### src/ipv4_header_check_ttl_update_core_assert.svh
// Assertion macros for the IPv4 header check core.
`ifndef IPV4_HEADER_CHECK_TTL_UPDATE_CORE_ASSERT_SVH
`define IPV4_HEADER_CHECK_TTL_UPDATE_CORE_ASSERT_SVH

// Same-cycle implication, disabled during reset.
`define IHC_ASSERT_NOW(label, clk, rstn, ante, cons) \
    label: assert property (@(posedge clk) disable iff (!(rstn)) (ante) |-> (cons)) \
        else $error("ipv4 header check: assertion failed");

// Next-cycle implication, disabled during reset.
`define IHC_ASSERT_NEXT(label, clk, rstn, ante, cons) \
    label: assert property (@(posedge clk) disable iff (!(rstn)) (ante) |=> (cons)) \
        else $error("ipv4 header check: assertion failed");

`endif

### src/ipv4hc_pkg.sv
`timescale 1ns / 1ps
`default_nettype none

package ipv4hc_pkg;

    localparam int WORD_W    = 16;
    localparam int SUM_W     = 21;
    localparam int VERDICT_W = 3;
    localparam int CMP_W     = 5;

    // verdict codes
    localparam logic [VERDICT_W-1:0] VERDICT_FORWARD     = 3'd0;
    localparam logic [VERDICT_W-1:0] VERDICT_BAD_VERSION = 3'd1;
    localparam logic [VERDICT_W-1:0] VERDICT_TTL_EXPIRED = 3'd2;
    localparam logic [VERDICT_W-1:0] VERDICT_BAD_CSUM    = 3'd3;
    localparam logic [VERDICT_W-1:0] VERDICT_BAD_LENGTH  = 3'd4;

    // header word positions
    localparam int IDX_VER_LEN   = 0;
    localparam int IDX_TTL_PROTO = 4;
    localparam int IDX_CSUM      = 5;
    localparam int IDX_DEST_HI   = 8;
    localparam int IDX_DEST_LO   = 9;

    localparam logic [3:0]        IPV4_VERSION = 4'd4;
    localparam logic [3:0]        MIN_IHL      = 4'd5;
    localparam logic [7:0]        TTL_MIN_OK   = 8'd2;
    localparam logic [WORD_W-1:0] CSUM_GOOD    = 16'hffff;

    // header totals handed from the accumulator to the verdict stage
    typedef struct packed {
        logic [7:0]       ver_len;
        logic             short_len;
        logic [7:0]       hop;
        logic [7:0]       proto;
        logic [31:0]      dest;
        logic [SUM_W-1:0] full_sum;
        logic [SUM_W-1:0] send_sum;
    } snap_t;

endpackage

`default_nettype wire

### src/ipv4_header_check_ttl_update_core.sv
`timescale 1ns / 1ps
`default_nettype none

// IPv4 header check and TTL update. Header words stream in on s_ at one word
// per cycle while s_ready is high, with s_last_word on the final word; each word
// within both the IHL length and MAX_HEADER_WORDS is folded into a running
// ones-complement sum in the cycle it is accepted. The final word loads a header
// snapshot register; once the result register is free, the verdict, the
// decremented TTL and the recomputed checksum are registered into it. A new packet may start in
// the cycle right after a last word. The input stalls only while both the
// snapshot and the result register are full and m_ready is low.

`include "ipv4_header_check_ttl_update_core_assert.svh"

module ipv4_header_check_ttl_update_core #(
    parameter int MAX_HEADER_WORDS = 30
) (
    input  wire logic        aclk,
    input  wire logic        aresetn,
    input  wire logic        s_valid,
    output logic             s_ready,
    input  wire logic [15:0] s_header_word,
    input  wire logic        s_last_word,
    output logic             m_valid,
    input  wire logic        m_ready,
    output logic [2:0]       m_verdict,
    output logic [7:0]       m_new_ttl,
    output logic [15:0]      m_new_checksum,
    output logic [31:0]      m_dest_address,
    output logic [7:0]       m_protocol_number
);

    localparam int IDX_W = $clog2(MAX_HEADER_WORDS + 1);
    localparam int CMP_W = (IDX_W > ipv4hc_pkg::CMP_W) ? IDX_W : ipv4hc_pkg::CMP_W;
    localparam int SUM_W = ipv4hc_pkg::SUM_W;

    // per-packet accumulator
    logic [IDX_W-1:0] word_index_reg, word_index_next;
    logic [SUM_W-1:0] full_sum_reg, full_sum_next;
    logic [SUM_W-1:0] send_sum_reg, send_sum_next;
    logic [7:0]       ver_len_reg, ver_len_next;
    logic [7:0]       hop_reg, hop_next;
    logic [7:0]       proto_reg, proto_next;
    logic [31:0]      dest_reg, dest_next;

    // snapshot and result stages
    ipv4hc_pkg::snap_t snap_reg, snap_next;
    logic              snap_valid_reg;
    logic              out_valid_reg;
    logic [2:0]        verdict_reg, verdict_next;
    logic [7:0]        new_ttl_reg, new_ttl_next;
    logic [15:0]       new_csum_reg, new_csum_next;
    logic [31:0]       out_dest_reg;
    logic [7:0]        out_proto_reg;

    logic             in_accept, accept_last, out_load_ok, snap_move;
    logic             in_range, sum_en;
    logic [CMP_W-1:0] ihl2;
    logic [15:0]      send_word;

    // handshake
    assign out_load_ok = !out_valid_reg || m_ready;
    assign snap_move   = snap_valid_reg && out_load_ok;
    assign s_ready     = !snap_valid_reg || out_load_ok;
    assign in_accept   = s_valid && s_ready;
    assign accept_last = in_accept && s_last_word;

    // fold one word into the running header state
    always_comb begin
        in_range        = word_index_reg < IDX_W'(MAX_HEADER_WORDS);
        ver_len_next    = ver_len_reg;
        hop_next        = hop_reg;
        proto_next      = proto_reg;
        dest_next       = dest_reg;
        send_word       = s_header_word;
        word_index_next = word_index_reg;
        if (in_range) begin
            word_index_next = word_index_reg + IDX_W'(1);
            if (word_index_reg == IDX_W'(ipv4hc_pkg::IDX_VER_LEN)) begin
                ver_len_next = s_header_word[15:8];
            end
            if (word_index_reg == IDX_W'(ipv4hc_pkg::IDX_TTL_PROTO)) begin
                hop_next   = s_header_word[15:8];
                proto_next = s_header_word[7:0];
                send_word  = {s_header_word[15:8] - 8'd1, s_header_word[7:0]};
            end
            if (word_index_reg == IDX_W'(ipv4hc_pkg::IDX_CSUM)) begin
                send_word = 16'h0000;
            end
            if (word_index_reg == IDX_W'(ipv4hc_pkg::IDX_DEST_HI)) begin
                dest_next[31:16] = s_header_word;
            end
            if (word_index_reg == IDX_W'(ipv4hc_pkg::IDX_DEST_LO)) begin
                dest_next[15:0] = s_header_word;
            end
        end
        ihl2          = CMP_W'({ver_len_next[3:0], 1'b0});
        sum_en        = in_range && (CMP_W'(word_index_reg) < ihl2);
        full_sum_next = sum_en ? full_sum_reg + SUM_W'(s_header_word) : full_sum_reg;
        send_sum_next = sum_en ? send_sum_reg + SUM_W'(send_word) : send_sum_reg;

        snap_next.ver_len   = ver_len_next;
        snap_next.short_len = CMP_W'(word_index_next) < ihl2;
        snap_next.hop       = hop_next;
        snap_next.proto     = proto_next;
        snap_next.dest      = dest_next;
        snap_next.full_sum  = full_sum_next;
        snap_next.send_sum  = send_sum_next;
    end

    always_ff @(posedge aclk) begin
        if (!aresetn || accept_last) begin
            word_index_reg <= '0;
            full_sum_reg   <= '0;
            send_sum_reg   <= '0;
            ver_len_reg    <= '0;
            hop_reg        <= '0;
            proto_reg      <= '0;
            dest_reg       <= '0;
        end else if (in_accept) begin
            word_index_reg <= word_index_next;
            full_sum_reg   <= full_sum_next;
            send_sum_reg   <= send_sum_next;
            ver_len_reg    <= ver_len_next;
            hop_reg        <= hop_next;
            proto_reg      <= proto_next;
            dest_reg       <= dest_next;
        end
    end

    // hold the finished header until the result register frees up
    always_ff @(posedge aclk) begin
        if (!aresetn) begin
            snap_valid_reg <= 1'b0;
        end else if (accept_last) begin
            snap_valid_reg <= 1'b1;
        end else if (snap_move) begin
            snap_valid_reg <= 1'b0;
        end
    end

    always_ff @(posedge aclk) begin
        if (accept_last) begin
            snap_reg <= snap_next;
        end
    end

    // verdict, carry folds and the new checksum
    logic [16:0] full_f1, send_f1;
    logic [15:0] full_f2, send_f2;

    always_comb begin
        full_f1 = {1'b0, snap_reg.full_sum[15:0]} + 17'(snap_reg.full_sum[SUM_W-1:16]);
        full_f2 = full_f1[15:0] + 16'(full_f1[16]);
        send_f1 = {1'b0, snap_reg.send_sum[15:0]} + 17'(snap_reg.send_sum[SUM_W-1:16]);
        send_f2 = send_f1[15:0] + 16'(send_f1[16]);

        if (snap_reg.ver_len[7:4] != ipv4hc_pkg::IPV4_VERSION) begin
            verdict_next = ipv4hc_pkg::VERDICT_BAD_VERSION;
        end else if (snap_reg.ver_len[3:0] < ipv4hc_pkg::MIN_IHL || snap_reg.short_len) begin
            verdict_next = ipv4hc_pkg::VERDICT_BAD_LENGTH;
        end else if (snap_reg.hop < ipv4hc_pkg::TTL_MIN_OK) begin
            verdict_next = ipv4hc_pkg::VERDICT_TTL_EXPIRED;
        end else if (full_f2 != ipv4hc_pkg::CSUM_GOOD) begin
            verdict_next = ipv4hc_pkg::VERDICT_BAD_CSUM;
        end else begin
            verdict_next = ipv4hc_pkg::VERDICT_FORWARD;
        end
        new_ttl_next  = snap_reg.hop - 8'd1;
        new_csum_next = ~send_f2;
    end

    // result register
    always_ff @(posedge aclk) begin
        if (!aresetn) begin
            out_valid_reg <= 1'b0;
        end else if (snap_move) begin
            out_valid_reg <= 1'b1;
        end else if (m_ready) begin
            out_valid_reg <= 1'b0;
        end
    end

    always_ff @(posedge aclk) begin
        if (snap_move) begin
            verdict_reg   <= verdict_next;
            new_ttl_reg   <= new_ttl_next;
            new_csum_reg  <= new_csum_next;
            out_dest_reg  <= snap_reg.dest;
            out_proto_reg <= snap_reg.proto;
        end
    end

    assign m_valid           = out_valid_reg;
    assign m_verdict         = verdict_reg;
    assign m_new_ttl         = new_ttl_reg;
    assign m_new_checksum    = new_csum_reg;
    assign m_dest_address    = out_dest_reg;
    assign m_protocol_number = out_proto_reg;

    // checks
    `IHC_ASSERT_NEXT(a_last_loads_snap, aclk, aresetn, accept_last, snap_valid_reg)
    `IHC_ASSERT_NEXT(a_last_clears_index, aclk, aresetn, accept_last, word_index_reg == '0)
    `IHC_ASSERT_NOW(a_index_saturates, aclk, aresetn, 1'b1,
        word_index_reg <= IDX_W'(MAX_HEADER_WORDS))
    `IHC_ASSERT_NOW(a_forward_ttl_live, aclk, aresetn,
        m_valid && m_verdict == ipv4hc_pkg::VERDICT_FORWARD,
        m_new_ttl != 8'h00 && m_new_ttl != 8'hff)

endmodule

`default_nettype wire
### config.mk
export PLATFORM = sky130hd
export DESIGN_NAME = ipv4_header_check_ttl_update_core
export DESIGN_NICKNAME = d
export VERILOG_FILES = /design/src/ipv4hc_pkg.sv /design/src/ipv4_header_check_ttl_update_core.sv
export VERILOG_INCLUDE_DIRS = /design/src /design/src/src
export SDC_FILE = /design/constraint.sdc
export NUM_CORES = 1
export LEC_CHECK = 0
export ABC_AREA = 0
export BUFFER_PORTS_ARGS = -buffer_cell sky130_fd_sc_hd__buf_2
export CAP_MARGIN = 20
export CORE_UTILIZATION = 51
export DETAILED_ROUTE_END_ITERATION = 6
export PLACE_DENSITY = 0.68
export SLEW_MARGIN = 20
export SYNTH_ARGS = -nofsm -noshare
export SYNTH_HDL_FRONTEND = slang
export SYNTH_SLANG_ARGS = --single-unit
### constraint.sdc
create_clock -name aclk -period 10.7 [get_ports aclk]
set_clock_uncertainty 0.05 [all_clocks]
set_input_delay 1.605 -clock aclk [delete_from_list [all_inputs] [get_ports aclk]]
set_output_delay 1.605 -clock aclk [all_outputs]
set_load 0.03 [all_outputs]
==> results.cfg <==
[sta]
tightest_slew_ns = 0.938
min_period_over_period_pct = 42.0
rsz0062_at_grt = no
setup_viol = 0
drv_slew = 0
min_period_ns = 4.49
fmax_ghz = 0.223
hold_viol = 0
timing.setup.tns_ns = 0
slew-limit-headroom_pct = 36.9

[global_route]
grtUsageTotal_pct = 22.3
grt_pass1_wl_mm = 47.6
grt_max_degree = 97
grt_overflow = 0
grt_antenna_before_repair = 0
grt_pass1_vias = 9339

[floorplanning]
die_h_um = 165
io_pins = 90
core_um2 = 26100
row_count = 59
die_w_um = 165
start_util_pct = 51.9
die_area_um2 = 27200

[placed_design]
dpl.hpwl_mm = 20.4
port_buffers = 89
place_area_um2 = 14200
gp_congestion = 0.896

[pwr]
peakVddDrop_uv = 137
p_leak_nw = 5.88
powerDensity_nw_per_um2 = 170
p_total_mw = 2.57

[yosys]
yosys_warnings = 0
ys.flop_type = edfxtp_1
syn_area_per_cell_um2 = 10.0
syn_nets = 1431
netlist_area_um2 = 13500
synth_edf_count = 166
synth_cell_type_count = 71
syn_inst = 1349
yosys_register_bits = 271
yosysTopAreaCell = edfxtp_1
synth_top_area_share_pct = 36.8
synthTopCellsByArea = edfxtp_1 37%, dfxtp_1 16%, nand2_1 6.6%
synth_seq_area_share_pct = 52.4
ys_async_sr_fraction_pct = 0

[clock_tree]
clkSinkCount = 271
cts_buffer_depth = 3
clock_latency_ns = 0.54
post_cts_resized = 0
path_clk_slew_ns = 0.06
cts_hold_buf = 0
cts-buffers-inserted = 28
root_buffer = clkbuf_16
cts_setup_buffers = 0
htreeDepth = 1
cts_tree = done

[route]
drt_iter0_drc = 848
dr.pass1.iters = 5
drc = 0
vias = 10100
drt-total-wl_mm = 30.7
wl_per_cell_um = 17.3
via_per_inst = 5.72
drtAntennaViolNets = 0

[cells_and_area]
syn_to_final_growth_pct = 12.0
largest_reg_flops = 99
drive_gt1_share_pct = 13.9
postLayoutCellArea_um2 = 15200
fillCellCount = 2220
diodes = 0
fin_nets = 1496

[worst_setup_path]
cp-end-kind = register
start_kind = register
ff2ff_setup_slack_ns = 6.21
cp.required_ns = 11.04
critical_path_class = reg2reg
critPathArrivalTime_ns = 4.83
crit_fanout = 16

[flow_run]
maxCapViolCount = 0

[worst_hold_path]
holdCritPathClass = reg2reg

[outcome]
outcome = complete, no violations
-- cell families (layout without fill, tap and decap cells) --
group                      after synthesis  after routing  synth area share, %
and+or+nand+nor                        540            540                 17.9
DFF                                    271            271                 52.4
AOI/OAI and AO/OA                      250            250                 11.8
buffers and inverters                   96            183                 2.82
xor gates and xnor gates                83             83                 5.37
adders and majority gates               61             61                 5.86
muxes                                   48             48                 3.91
-- cell usage after synthesis, drive strengths merged, types with 5 or more instances --
library cell  count
o21ai            55
xor2             41
dfxtp           105
xnor2            42
a21o             15
nand4b            5
nor2            133
nand2           239
edfxtp          166
nor2b            15
o211ai            7
inv              35
a211oi           15
mux2             39
nor3b             5
a31oi             7
o2111ai           5
ha               57
o31ai             7
and2             11
nand2b           14
nand3            25
mux2i             9
nor3             45
o22ai             5
or2               5
buf              10
o21a             10
nand4             9
and3             11
o21bai            7
a21oi            86
clkbuf           51
-- final timing paths --
check	start	endpoint	cells after the start
worst max-delay path	word_index_reg[2]	send_sum_reg[20]	14
worst min-delay path	snap_reg[71]	m_dest_address[29]	0
worst max register to register	word_index_reg[2]	send_sum_reg[20]	14
worst min register to register	snap_reg[71]	m_dest_address[29]	0
-- worst max-delay path, cell delays in order, from the launching register on --
cell and delay [ns]:
dfxtp_1 0.52, nor3b_1 0.36, and2_0 0.77, nor2b_1 0.11
ha_1 0.25, inv_1 0.07, fa_1 0.21, nor2b_1 0.07
o31ai_1 0.49, a211oi_1 0.19, o41ai_1 0.54, o21a_1 0.34
nand4b_1 0.16, xor2_1 0.15, nor2_1 0.05
-- cells in the final DEF, fill, tap and decap left out, types with 5 or more instances in the layout --
master	netlist	final
ha_1	57	57
dfxtp_1	105	105
nand3_1	25	25
nand2_1	239	237
nand2b_1	14	14
nor3_1	45	45
o21bai_1	7	7
clkbuf_1	51	7
o21a_1	10	10
a21o_1	15	15
nand4_1	9	9
nor2_1	133	133
mux2i_1	9	9
o21ai_0	54	54
a211oi_1	15	15
a31oi_1	7	7
mux2_2	39	39
o31ai_1	7	7
or2_2	5	5
o22ai_1	5	5
xor2_1	41	41
clkbuf_16	0	30
edfxtp_1	166	166
nand4b_1	5	5
and2_1	9	8
nor3b_1	5	5
clkinv_2	0	7
nor2b_1	15	14
buf_4	2	6
xnor2_1	42	42
o211ai_1	6	6
and3_1	11	11
buf_2	5	89
a21oi_1	84	84
inv_1	35	34
-- power breakdown --
group          switching (mW)  total [mW]  internal, mW
combinational           0.256       0.394         0.138
sequential             0.0335        1.21          1.18
clock                   0.399       0.971         0.572
-- final cells by class --
cell class              instances  area (µm²)  share of cell area, %
inverters                      35         134                  0.883
clock inverters                13         118                  0.776
well taps                     335         419                   2.77
repair buffers                 96         502                   3.31
multi-input cells             982        6090                   40.2
flip-flops and latches        271        7090                   46.8
clock buffers                  39         805                   5.31
-- per-layer routing --
layer	global-route usage, %	vias to the layer above	routed length, µm
met4	8.67	0	1130
li1	-	4930	-
met2	36.2	287	14200
met3	3.26	58	1690
met5	0	-	0
met1	30.1	4855	13600
-- metrics by stage --
stage,setup WS (ns),utilization [%],instances,hold slack [ns]
2_1_floorplan,5.50,-,1349,0.350
3_3_place_gp,6.19,54.5,1718,0.351
3_5_place_dp,6.14,54.6,1719,0.355
4_1_cts,6.26,58.1,1771,0.369
5_1_grt,5.73,58.2,1771,0.375
6_report,6.21,58.2,1771,0.365
No activity file was read; power rests on OpenSTA's default activity.
